==> src/rtl/msu_pkg.sv <==
`timescale 1ns / 1ps
`default_nettype none

package msu_pkg;

  localparam int MSU_WIDTH = 16;

  // operation codes
  localparam logic [1:0] OP_INVERSE = 2'd0;
  localparam logic [1:0] OP_ZERODIV = 2'd1;
  localparam logic [1:0] OP_SQRT    = 2'd2;

  typedef struct packed {
    logic [1:0]           operation;
    logic [MSU_WIDTH-1:0] value;
  } msu_in_t;

  typedef struct packed {
    logic [MSU_WIDTH-1:0] answer;
    logic                 found;
  } msu_out_t;

endpackage

`default_nettype wire

==> src/rtl/msu_addmod.sv <==
`timescale 1ns / 1ps
`default_nettype none

// Modular adder: (x + y + cin) mod m, valid while x + y + cin < 2*m.
module msu_addmod #(
  parameter int WIDTH = msu_pkg::MSU_WIDTH
) (
  input  wire logic [WIDTH-1:0] x,
  input  wire logic [WIDTH-1:0] y,
  input  wire logic             cin,
  input  wire logic [WIDTH-1:0] m,
  output logic      [WIDTH-1:0] sum_mod
);

  logic [WIDTH:0] sum;
  logic [WIDTH:0] diff;

  assign sum  = {1'b0, x} + {1'b0, y} + {{WIDTH{1'b0}}, cin};
  assign diff = sum - {1'b0, m};

  // Subtract the modulus once when the raw sum reaches it.
  assign sum_mod = (sum >= {1'b0, m}) ? diff[WIDTH-1:0] : sum[WIDTH-1:0];

endmodule

`default_nettype wire

==> src/rtl/modular_search_unit.sv <==
`timescale 1ns / 1ps
`default_nettype none

// Channel   Direction  Handshake          Word
// in_       input      in_valid/in_stall  msu_in_t  (operation, value)
// out_      output     out_valid/out_stall msu_out_t (answer, found)
// cfg_      input      cfg_valid/cfg_ready modulus, MSU_WIDTH bits
//
// Sequence from acceptance to the result word: inverse and zero divisor
// reduce the operand mod m bit-serially over its MSU_WIDTH bits, then test
// the candidates in turn (up to m-1), then finish. Square root alternates a
// test and a step state over candidates from 2 up to m-1, then finishes.
// Trivial cases (square root of 0 or 1, small modulus, unused code) go
// straight to finish. After each word the block returns to idle, and only
// there takes the next one. All search arithmetic uses the single shared adder.
// Reset: synchronous on rst_n low; modulus returns to 2, no result pending.
// Stalls: out_stall holds the result word; the next item is still accepted
// while it waits, and a finished search waits in its final state.
// cfg_ready is low while a search runs or while an input word is offered.
module modular_search_unit (
  input  wire logic             clk,
  input  wire logic             rst_n,
  input  wire logic             in_valid,
  output logic                  in_stall,
  input  wire msu_pkg::msu_in_t in_data,
  output logic                  out_valid,
  input  wire logic             out_stall,
  output msu_pkg::msu_out_t     out_data,
  input  wire logic             cfg_valid,
  output logic                  cfg_ready,
  input  wire logic [msu_pkg::MSU_WIDTH-1:0] cfg_data
);

  import msu_pkg::*;

  localparam int BW = $clog2(MSU_WIDTH);

  typedef enum logic [5:0] {
    ST_IDLE   = 6'b000001,
    ST_REDUCE = 6'b000010,
    ST_SCANP  = 6'b000100,
    ST_SQTEST = 6'b001000,
    ST_SQSTEP = 6'b010000,
    ST_FINISH = 6'b100000
  } state_t;

  state_t state_r, state_nxt;

  logic [MSU_WIDTH-1:0] modulus_r;
  logic [MSU_WIDTH-1:0] value_r, value_nxt;
  logic                 target_r, target_nxt;   // residue sought by product scan
  logic [MSU_WIDTH-1:0] acc_r, acc_nxt;         // remainder, a*i mod m or i*i mod m
  logic [MSU_WIDTH-1:0] aux_r, aux_nxt;         // a mod m, or (2i+1) mod m
  logic [MSU_WIDTH-1:0] cnt_r, cnt_nxt;         // candidate i
  logic [BW-1:0]        bit_r, bit_nxt;         // operand bit under reduction
  logic [MSU_WIDTH-1:0] ans_r, ans_nxt;
  logic                 fnd_r, fnd_nxt;
  logic                 out_valid_r;
  msu_out_t             out_data_r;

  logic [MSU_WIDTH-1:0] u_x, u_y, u_sum;
  logic                 u_cin;
  logic [MSU_WIDTH-1:0] m_last;
  logic [MSU_WIDTH-1:0] sq_s0, sq_d0;
  logic                 in_take, out_take, out_load;

  // Shared modular adder: the one modular arithmetic unit of the sequencer.
  msu_addmod #(.WIDTH(MSU_WIDTH)) u_addmod (
    .x       (u_x),
    .y       (u_y),
    .cin     (u_cin),
    .m       (modulus_r),
    .sum_mod (u_sum)
  );

  assign in_stall  = (state_r != ST_IDLE);
  // Keep a modulus write off the edge that takes an input word.
  assign cfg_ready = (state_r == ST_IDLE) && !in_valid;
  assign in_take   = in_valid && !in_stall;
  assign out_take  = out_valid_r && !out_stall;
  assign out_load  = (state_r == ST_FINISH) && (!out_valid_r || !out_stall);
  assign out_valid = out_valid_r;
  assign out_data  = out_data_r;

  assign m_last = modulus_r - MSU_WIDTH'(1);

  // Start of the square scan at i = 2: 4 mod m and 5 mod m for m >= 3.
  always_comb begin
    sq_s0 = MSU_WIDTH'(4);
    sq_d0 = MSU_WIDTH'(5);
    if (modulus_r == MSU_WIDTH'(3)) begin
      sq_s0 = MSU_WIDTH'(1);
      sq_d0 = MSU_WIDTH'(2);
    end else if (modulus_r == MSU_WIDTH'(4)) begin
      sq_s0 = MSU_WIDTH'(0);
      sq_d0 = MSU_WIDTH'(1);
    end else if (modulus_r == MSU_WIDTH'(5)) begin
      sq_d0 = MSU_WIDTH'(0);
    end
  end

  // Operand select for the shared adder.
  always_comb begin
    u_x   = acc_r;
    u_y   = aux_r;
    u_cin = 1'b0;
    case (state_r)
      ST_REDUCE: begin
        // Shift the remainder left and bring down the next operand bit.
        u_y   = acc_r;
        u_cin = value_r[bit_r];
      end
      ST_SQSTEP: begin
        u_x = aux_r;
        u_y = MSU_WIDTH'(2);
      end
      default: begin
        u_x = acc_r;
        u_y = aux_r;
      end
    endcase
  end

  always_comb begin
    state_nxt  = state_r;
    value_nxt  = value_r;
    target_nxt = target_r;
    acc_nxt    = acc_r;
    aux_nxt    = aux_r;
    cnt_nxt    = cnt_r;
    bit_nxt    = bit_r;
    ans_nxt    = ans_r;
    fnd_nxt    = fnd_r;
    case (state_r)
      ST_IDLE: begin
        if (in_take) begin
          value_nxt  = in_data.value;
          target_nxt = (in_data.operation == OP_INVERSE);
          ans_nxt    = '0;
          fnd_nxt    = 1'b0;
          state_nxt  = ST_FINISH;
          case (in_data.operation)
            OP_INVERSE, OP_ZERODIV: begin
              if (modulus_r >= MSU_WIDTH'(2)) begin
                acc_nxt   = '0;
                bit_nxt   = BW'(MSU_WIDTH - 1);
                state_nxt = ST_REDUCE;
              end
            end
            OP_SQRT: begin
              if (in_data.value == MSU_WIDTH'(0)) begin
                fnd_nxt = 1'b1;
              end else if (in_data.value == MSU_WIDTH'(1)) begin
                ans_nxt = MSU_WIDTH'(1);
                fnd_nxt = 1'b1;
              end else if (modulus_r >= MSU_WIDTH'(3)) begin
                cnt_nxt   = MSU_WIDTH'(2);
                acc_nxt   = sq_s0;
                aux_nxt   = sq_d0;
                state_nxt = ST_SQTEST;
              end
            end
            default: begin
              fnd_nxt = 1'b0;
            end
          endcase
        end
      end
      ST_REDUCE: begin
        acc_nxt = u_sum;
        if (bit_r == BW'(0)) begin
          aux_nxt   = u_sum;
          cnt_nxt   = MSU_WIDTH'(1);
          state_nxt = ST_SCANP;
        end else begin
          bit_nxt = bit_r - BW'(1);
        end
      end
      ST_SCANP: begin
        if (acc_r == {{(MSU_WIDTH-1){1'b0}}, target_r}) begin
          ans_nxt   = cnt_r;
          fnd_nxt   = 1'b1;
          state_nxt = ST_FINISH;
        end else if (cnt_r == m_last) begin
          state_nxt = ST_FINISH;
        end else begin
          acc_nxt = u_sum;
          cnt_nxt = cnt_r + MSU_WIDTH'(1);
        end
      end
      ST_SQTEST: begin
        if (acc_r == value_r) begin
          ans_nxt   = cnt_r;
          fnd_nxt   = 1'b1;
          state_nxt = ST_FINISH;
        end else if (cnt_r == m_last) begin
          state_nxt = ST_FINISH;
        end else begin
          // (i+1)^2 = i^2 + (2i+1)
          acc_nxt   = u_sum;
          cnt_nxt   = cnt_r + MSU_WIDTH'(1);
          state_nxt = ST_SQSTEP;
        end
      end
      ST_SQSTEP: begin
        // Advance the odd step to 2(i+1)+1.
        aux_nxt   = u_sum;
        state_nxt = ST_SQTEST;
      end
      ST_FINISH: begin
        if (out_load) begin
          state_nxt = ST_IDLE;
        end
      end
      default: begin
        state_nxt = ST_IDLE;
      end
    endcase
  end

  always_ff @(posedge clk) begin
    if (!rst_n) begin
      state_r     <= ST_IDLE;
      modulus_r   <= MSU_WIDTH'(2);
      out_valid_r <= 1'b0;
    end else begin
      state_r <= state_nxt;
      if (cfg_valid && cfg_ready) begin
        modulus_r <= cfg_data;
      end
      if (out_load) begin
        out_valid_r <= 1'b1;
      end else if (out_take) begin
        out_valid_r <= 1'b0;
      end
    end
  end

  // Datapath registers: no reset needed.
  always_ff @(posedge clk) begin
    value_r  <= value_nxt;
    target_r <= target_nxt;
    acc_r    <= acc_nxt;
    aux_r    <= aux_nxt;
    cnt_r    <= cnt_nxt;
    bit_r    <= bit_nxt;
    ans_r    <= ans_nxt;
    fnd_r    <= fnd_nxt;
    if (out_load) begin
      out_data_r.answer <= ans_r;
      out_data_r.found  <= fnd_r;
    end
  end

`ifndef SYNTH
  // A failed search must report a zero answer.
  a_fail_zero: assert property (@(posedge clk) disable iff (!rst_n)
    out_valid_r |-> (out_data_r.found || (out_data_r.answer == '0)))
    else $error("result without found flag carries nonzero answer");

  // Residues stay reduced below the modulus throughout a scan.
  a_acc_reduced: assert property (@(posedge clk) disable iff (!rst_n)
    (state_r == ST_SCANP || state_r == ST_SQTEST || state_r == ST_SQSTEP)
    |-> (acc_r < modulus_r && aux_r < modulus_r))
    else $error("scan residue not reduced");

  // An accepted word always starts work; the block never drops it back to idle.
  a_take_busy: assert property (@(posedge clk) disable iff (!rst_n)
    in_take |=> (state_r != ST_IDLE))
    else $error("accepted word did not start a search");

  // The candidate counter never passes the last candidate below m.
  a_cnt_range: assert property (@(posedge clk) disable iff (!rst_n)
    (state_r == ST_SCANP || state_r == ST_SQTEST) |-> (cnt_r < modulus_r))
    else $error("candidate beyond modulus");
`endif

endmodule

`default_nettype wire
==> config.mk <==
export PLATFORM = sky130hd
export DESIGN_NAME = modular_search_unit
export DESIGN_NICKNAME = d
export VERILOG_FILES = /design/src/rtl/msu_pkg.sv /design/src/rtl/msu_addmod.sv /design/src/rtl/modular_search_unit.sv
export SDC_FILE = /design/constraint.sdc
export NUM_CORES = 1
export LEC_CHECK = 0
export BUFFER_PORTS_ARGS = -buffer_cell sky130_fd_sc_hd__buf_2
export CORE_AREA = 10 10 151 111
export CTS_CLUSTER_DIAMETER = 50
export CTS_CLUSTER_SIZE = 20
export DETAILED_ROUTE_END_ITERATION = 16
export DIE_AREA = 0 0 161 121
export GPL_TIMING_DRIVEN = 1
export MAX_ROUTING_LAYER = met4
export PLACE_DENSITY = 0.79
export REMOVE_ABC_BUFFERS = 1
export SKIP_LAST_GASP = 1
export SLEW_MARGIN = 20
export SYNTH_ARGS = -nofsm -noshare
export SYNTH_HDL_FRONTEND = slang
export SYNTH_HIERARCHICAL = 1
export SYNTH_SLANG_ARGS = --single-unit
==> constraint.sdc <==
create_clock -name clk -period 7.3 [get_ports clk]
set_input_delay 1.46 -clock clk [delete_from_list [all_inputs] [get_ports clk]]
set_output_delay 1.46 -clock clk [all_outputs]
set_load 0.005 [all_outputs]
# Yosys cells after proc, flatten, opt, wreduce, memory -nomap -nowiden
# Index checks and enable logic that the tools add are counted.
[word_totals]
register_bits = 126
in_bits = 39
out_inout_bits = 20
wordCells = 157
[op_classes]
n_addsub = 6
order_cmp = 4
eq_ne = 36
n_mux = 72
reduce_logical = 26
[op_table]
columns = ["cell", "count"]
rows = [
  ["2-to-1 mux 16 bit", 28],
  ["case mux 16 bit (4 select lines)", 2],
  ["case mux 16 bit (3 select lines)", 2],
  ["2-to-1 mux 6 bit", 11],
  ["case mux 16 bit (2 select lines)", 2],
  ["case mux 6 bit (6 select lines)", 1],
  ["equality test 16 bit", 2],
  ["equality test 16 x 3 -> 1 bit, second input constant", 2],
  [">= comparator 16 x 2 -> 1 bit, second input constant", 2],
  ["inequality test 2 bit, second input constant", 10],
  ["AND reduction 9 bit", 2],
  ["adder 16 x 16 -> 17 bit", 1],
  ["adder 17 x 1 -> 17 bit", 1],
  [">= comparator 17 x 16 -> 1 bit", 1],
  ["adder 16 x 1 -> 16 bit, second input constant", 1],
  ["equality test 16 x 1 -> 1 bit", 1],
  ["equality test 16 x 1 -> 1 bit, second input constant", 1],
  ["equality test 16 x 2 -> 1 bit, second input constant", 1],
  ["logical NOT 16 bit", 1],
  ["2-to-1 mux 4 bit", 4],
  ["subtractor 16 x 1 -> 16 bit, second input constant", 1],
  ["subtractor 16 bit", 1],
  ["2-to-1 mux 3 bit", 5],
  ["inequality test 3 bit, second input constant", 5],
  ["31 further kinds", 56],
]

# Depth between registers and ports, before layout
[logic_depth]
ltp_word = 10
depth_mapped = 26
ltp_nobuf = 21

# Modules after synthesis
# Netlist, hierarchy kept.
[modules_own_cells]
columns = ["mod", "n_inst", "cells_each", "area_each_um2", "seq_area_each_um2"]
rows = [
  ["modular_search_unit", 1, 537, 6278.5, 3553.4],
  ["msu_addmod", 1, 259, 1948.1, 0.0],
]

# Worst setup path after synthesis
# OpenSTA, ideal clock, no wires.
[synth_path]
path_kind = "reg-to-reg"
start = "reg bit_r[0]"
end = "reg acc_r[10], data pin"
setup_time_ns = 0.255
arrival_time_ns = 5.276
t_required_ns = 7.045
path_slack_ns = 1.769
stages_incl_launch_ff = 24
path_buffers = 4
synth_period_minus_slack_ns = 5.531
path_cell_list = "edfxtp_1 > clkbuf_1 > mux4_2 > mux4_2 > and2_1 > fa_1 > inv_1 > fa_1 > nor2b_1 > o31ai_4 > o211ai_1 > a21oi_1 > xnor2_1 > ha_1 > buf_6 > and4_1 > nand3_2 > o32ai_1 > or3_4 > or3b_1 > buf_6 > buf_12 > mux2_4 > and2_1"
[synth_via]
elab_chain_len = 9
word_cells_on_any_way = 11
cone_classes = "2 x add/sub; 1 x order compare; 8 x mux"
[synth_lines]
columns = ["item", "line", "source"]
rows = [
  ["from (decl)", "modular_search_unit.sv:55", "logic [BW-1:0] bit_r, bit_nxt;"],
  ["from (signal assigned)", "modular_search_unit.sv:246", "bit_r <= bit_nxt;"],
  ["binary-select mux 1 bit (select 4 bit) *", "modular_search_unit.sv:111", "u_cin = value_r[bit_r];"],
  ["2-to-1 mux 1 bit (implied by the code) *", "modular_search_unit.sv:111", ""],
  ["2-to-1 mux 1 bit *", "modular_search_unit.sv:107", "case (state_r)"],
  ["named net u_cin", "modular_search_unit.sv:62", "logic u_cin;"],
  ["adder 17 x 1 -> 17 bit *", "msu_addmod.sv:18", "assign sum = {1'b0, x} + {1'b0, y} + {{WIDTH{1'b0}}, cin};"],
  ["subtractor 16 bit / >= comparator 17 x 16 -> 1 bit (equally long branches)", "msu_addmod.sv:19, msu_addmod.sv:22", ""],
  ["2-to-1 mux 16 bit *", "msu_addmod.sv:22", "assign sum_mod = (sum >= {1'b0, m}) ? diff[WIDTH-1:0] : sum[WIDTH-1:0];"],
  ["named net u_sum[10]", "modular_search_unit.sv:61", "logic [MSU_WIDTH-1:0] u_x, u_y, u_sum;"],
  ["2-to-1 mux 16 bit", "modular_search_unit.sv:184, modular_search_unit.sv:196", ""],
  ["2-to-1 mux 16 bit, on equally long branches", "modular_search_unit.sv:192, modular_search_unit.sv:180", ""],
  ["case mux 16 bit (4 select lines) *", "modular_search_unit.sv:134", "case (state_r)"],
  ["to (signal assigned)", "modular_search_unit.sv:243", "acc_r <= acc_nxt;"],
  ["to (decl)", "modular_search_unit.sv:52", "logic [MSU_WIDTH-1:0] acc_r, acc_nxt;"],
]
# Mark *: on every way through the listed nets, which the timed path passes. The rest lies on a longest branch. The select of a mux whose other input is x is not followed.
# A chain may end at the register's enable or synchronous reset.

# Worst setup path in the final report
[layout_path]
start = "reg state_r[2]"
end = "reg acc_r[2], data pin"
[layout_via]
elab_chain_len = 9
word_cells_on_any_way = 17
cone_classes = "3 x add/sub; 1 x order compare; 5 x eq/ne; 8 x mux"
[layout_lines]
columns = ["item", "line", "source"]
rows = [
  ["from (decl)", "modular_search_unit.sv:47", "state_t state_r, state_nxt;"],
  ["from (signal assigned)", "modular_search_unit.sv:227", "state_r <= state_nxt;"],
  ["equality test 6 x 5 -> 1 bit / equality test 6 x 2 -> 1 bit (equally long branches)", "modular_search_unit.sv:107", ""],
  ["case mux 16 bit (2 select lines) *", "modular_search_unit.sv:107", ""],
  ["named net u_y[0]", "modular_search_unit.sv:61", ""],
  ["adder 16 x 16 -> 17 bit *", "msu_addmod.sv:18", ""],
  ["adder 17 x 1 -> 17 bit *", "msu_addmod.sv:18", ""],
  ["subtractor 16 bit / >= comparator 17 x 16 -> 1 bit (equally long branches)", "msu_addmod.sv:19, msu_addmod.sv:22", ""],
  ["2-to-1 mux 16 bit *", "msu_addmod.sv:22", ""],
  ["named net u_sum[2]", "modular_search_unit.sv:61", ""],
  ["2-to-1 mux 16 bit", "modular_search_unit.sv:184, modular_search_unit.sv:196", ""],
  ["2-to-1 mux 16 bit, on equally long branches", "modular_search_unit.sv:192, modular_search_unit.sv:180", ""],
  ["case mux 16 bit (4 select lines) *", "modular_search_unit.sv:134", ""],
  ["named net acc_nxt[2]", "modular_search_unit.sv:52", ""],
]
# Marks and branches as above.

==> results.md <==
* Critical path startpoint: state_r[2]
* Ports placed on the boundary at 59
* Area leader, netlist: edfxtp_1
* Maximum achievable frequency at 155.1 MHz
* Clk pin slew, worst setup/hold paths at 60 ps
* Remaining antenna violation count after routing at 0
* Count of max-cap constraint violations at 0
* Number of synthesized flops with an enable pin at 103
* Row Count at 36
* Critical path capture point type: flop
* Crit-path leading delay family: simple AND/OR/NAND/NOR gates
* Start-to-end type of the worst setup path: reg2reg
* Fraction of layout cells with a size suffix above 1 at 0.1789
* Final antenna diode count at 0
* Critical Path, Cell by Cell: nor4_1 > nand3b_1 > and2_1 > a22o_1 > fa_1 > inv_1 > fa_1 > nor2b_1 > o31ai_4 > o211ai_1 > a21oi_1 > xnor2_1 > ha_1 > and4_1 > nand3_2 > o32ai_1 > or3_4 > or3b_1 > mux2_2 > nand2_1 > o21ai_0
* Clock insertion delay at the later pin of the skew report at 430 ps
* Clock sink count at 126
* Startpoint types: flop
* Average detailed-routed wire length per instance at 20.09 um
* Maximum number of pins on one net before global-route repair at 24
* Master cell of the clock root buffer: clkbuf_16
* Number of instances in the synthesized netlist at 796
* Post-synth top area share at 0.3760
* Critical path arrival at 6600 ps
* Final Net Count at 928
* Run status: finished clean
* Core Area at 13780 um^2
* # hold bufs at CTS at 0
* Via count at 6587
* Max-slew headroom at the worst pin at 0.4229
* Count of different cell masters after synthesis at 76
* Number of max-slew violations in the final report at 0
* Depth of the most critical reg-to-reg path at 21
* Die area at 19480 um^2
* FF-to-FF End: acc_r[2]
* Async S/R FF share, synth at 0
* Number of synthesized register bits at 126
* Worst slew pin tran at 865.7 ps
* RSZ-0062 raised after global routing: no
* WP buf/inv at 1
* Placer Congestion at 0.9312
* Cell types with the largest area share after synthesis: edfxtp_1, xnor2_1, ha_1
* Antenna violations before repair at 0
* Cts bufs inserted at 17
* Overflow left after global routing at 0
* Critical Path Sink: acc_r[2]
* DPL Wire Length at 15930 um
* Stage delay of the slowest cell on the critical path at 750 ps
* Vias in the first global route at 6383
* Number of logic stages on the critical path including buffering at 21
* Wire length of the first global-routing pass at 34200 um
* Chip height at 121 um
* Slowest CP cell: or3b_1
* Setup bufs post-CTS at 0
* TritonCTS clock tree: built
* Cell Area, Synth at 8227 um^2
* Die Width at 161 um
* Period minus WS final at 6447 ps
* Overall routing resource usage at 0.2273
* Setup slack on the worst flop-to-flop path at 850 ps
* R2R Path Start: state_r[2]
* Maximum count of clock buffers along a single path at 2
* Largest fanout on the critical path at 17
* Initial DRC count at 656
* Initial core utilization at 0.5969
* Number of iterations in the first detailed-routing pass at 5
* Worst path most repeated cell: fa_1
* Prevailing post-synth register cell: edfxtp_1
* Routed wire length at 21110 um
* Ratio of routed vias to standard cells at 6.267
* Worst Path Required at 7450 ps
* Count of final hold-check violations at 0
* H-Tree Level Count at 4
* Fraction of the cycle the final worst path needs at 0.8831
* Total Negative Setup Slacks at 0 ps
* Count of final setup violators at 0
* Gates resized, CTS repair at 0
* Area grow syn2layout at 11.91%
* Clock skew after layout at 9.380 ps
* HP Class: reg2reg
* Number of warning messages in the yosys log at 6
* Post-Syn Area per Cell at 10.33 um^2
* DRC viols at 0
* Total of buffers placed on input and output ports at 58
* Fraction of the yosys area taken by sequential cells at 0.4319
area by class of cell:
| class | count | area [um^2] |
|---|---|---|
| repair buffers | 67 | 357.8 |
| well taps | 190 | 237.7 |
| inverters | 36 | 135.1 |
| clock inverters | 11 | 95.09 |
| flip-flops and latches | 126 | 3553 |
| fillers | 1088 | 4577 |
| multi-input cells | 601 | 4390 |
| clock buffers | 20 | 436.7 |
placed cells by master (no fill, tap or decap), types with 4 or more instances in the layout:
cell / count
clkbuf_16: 17
nor2b_1: 7
and3_1: 9
clkinvlp_4: 4
or2_2: 5
nor2_1: 51
o211ai_1: 4
xor2_1: 23
mux2_4: 9
a22o_1: 15
edfxtp_1: 103
a21boi_1: 15
nand2_1: 62
xnor2_1: 54
or3_1: 5
and2_1: 45
nor4_1: 15
inv_1: 35
a21oi_1: 33
o22ai_1: 6
mux4_2: 5
o21a_1: 9
buf_2: 58
a21o_1: 10
ha_1: 37
o21ai_0: 19
nor3_1: 11
mux2_2: 22
nand3_1: 34
a21boi_0: 6
buf_4: 9
nand4_1: 20
dfxtp_1: 23
cell families after synthesis:
group / after synthesis / synth area share
DFF: 126 / 0.4319
muxes: 38 / 0.06266
xor gates and xnor gates: 77 / 0.08198
and+or+nand+nor: 293 / 0.1903
adders and majority gates: 40 / 0.06357
AOI/OAI and AO/OA: 153 / 0.1332
buffers and inverters: 69 / 0.03635
worst min path at each step:
stage,start,to,depth (start not counted)
after detailed placement,ans_r[3],out_data[4],0
after floorplan,fnd_r,out_data[0],0
after global routing,ans_r[7],out_data[8],0
final,ans_r[14],out_data[15],0
after global placement,ans_r[1],out_data[2],0
after CTS,ans_r[14],out_data[15],0
synth_stat cells (all sizes together), types with 3 or more instances:
cell type	number
and2	45
a31oi	3
nand2	62
nand3b	3
dfxtp	23
mux4	5
nor4	18
nand3	36
a22o	15
xnor2	54
buf	8
inv	36
ha	37
nor4b	3
o21ai	21
and3	11
o21bai	3
o2111ai	3
edfxtp	103
a21o	10
or4	3
fa	3
nor3	14
nand4	20
o211ai	4
or2	5
xor2	23
mux2	31
nor2b	7
o22ai	6
a21boi	21
clkbuf	25
a21oi	34
or3	7
nor2	51
o21a	9
a221oi	3
o31ai	3
through the flow:
| step | hold slack [ps] | cell area (um^2) | worst slack, ps | instances | util |
|---|---|---|---|---|---|
| after floorplan | 400.3 | 8063 | 1544 | 763 | - |
| after global placement | 404.2 | 8675 | 1131 | 1020 | 0.6294 |
| after detailed placement | 404.5 | 8675 | 1004 | 1020 | 0.6294 |
| after CTS | 416.9 | 9206 | 981.2 | 1051 | 0.6679 |
| after global routing | 423.2 | 9206 | 524.3 | 1051 | 0.6679 |
| final | 416.0 | 9206 | 853.3 | 1051 | 0.6679 |
per-layer routing:
layer,share of wire,GRT usage,vias up
li1,-,-,3048
met1,0.47,0.3232,3145
met2,0.41,0.3057,363
met3,0.10,0.05932,31
met4,0.017,0.07710,0
met5,0,-,-
worst register-to-register path: cells and delay by family, from the launching register on:
kind	cells	cell delay [ps]
AOI/OAI and AO/OA	6	1140
DFF	1	330
and+or+nand+nor	9	2830
muxes	1	430
buffers and inverters	1	80
adders and majority gates	3	1070
xor gates and xnor gates	1	290
state kept, by name, summed over array words and instances (netlist names):
name and cells:
target_r 1, fnd_r 1, aux_r 16, out_valid 1, modulus_r 16, value_r 16
acc_r 16, ans_r 16, cnt_r 16, out_data 17, state_r 6, bit_r 4
Power is left out: the tool's default activity adds up to more than one toggle a clock period on the data nets, which glitch-free logic cannot reach.
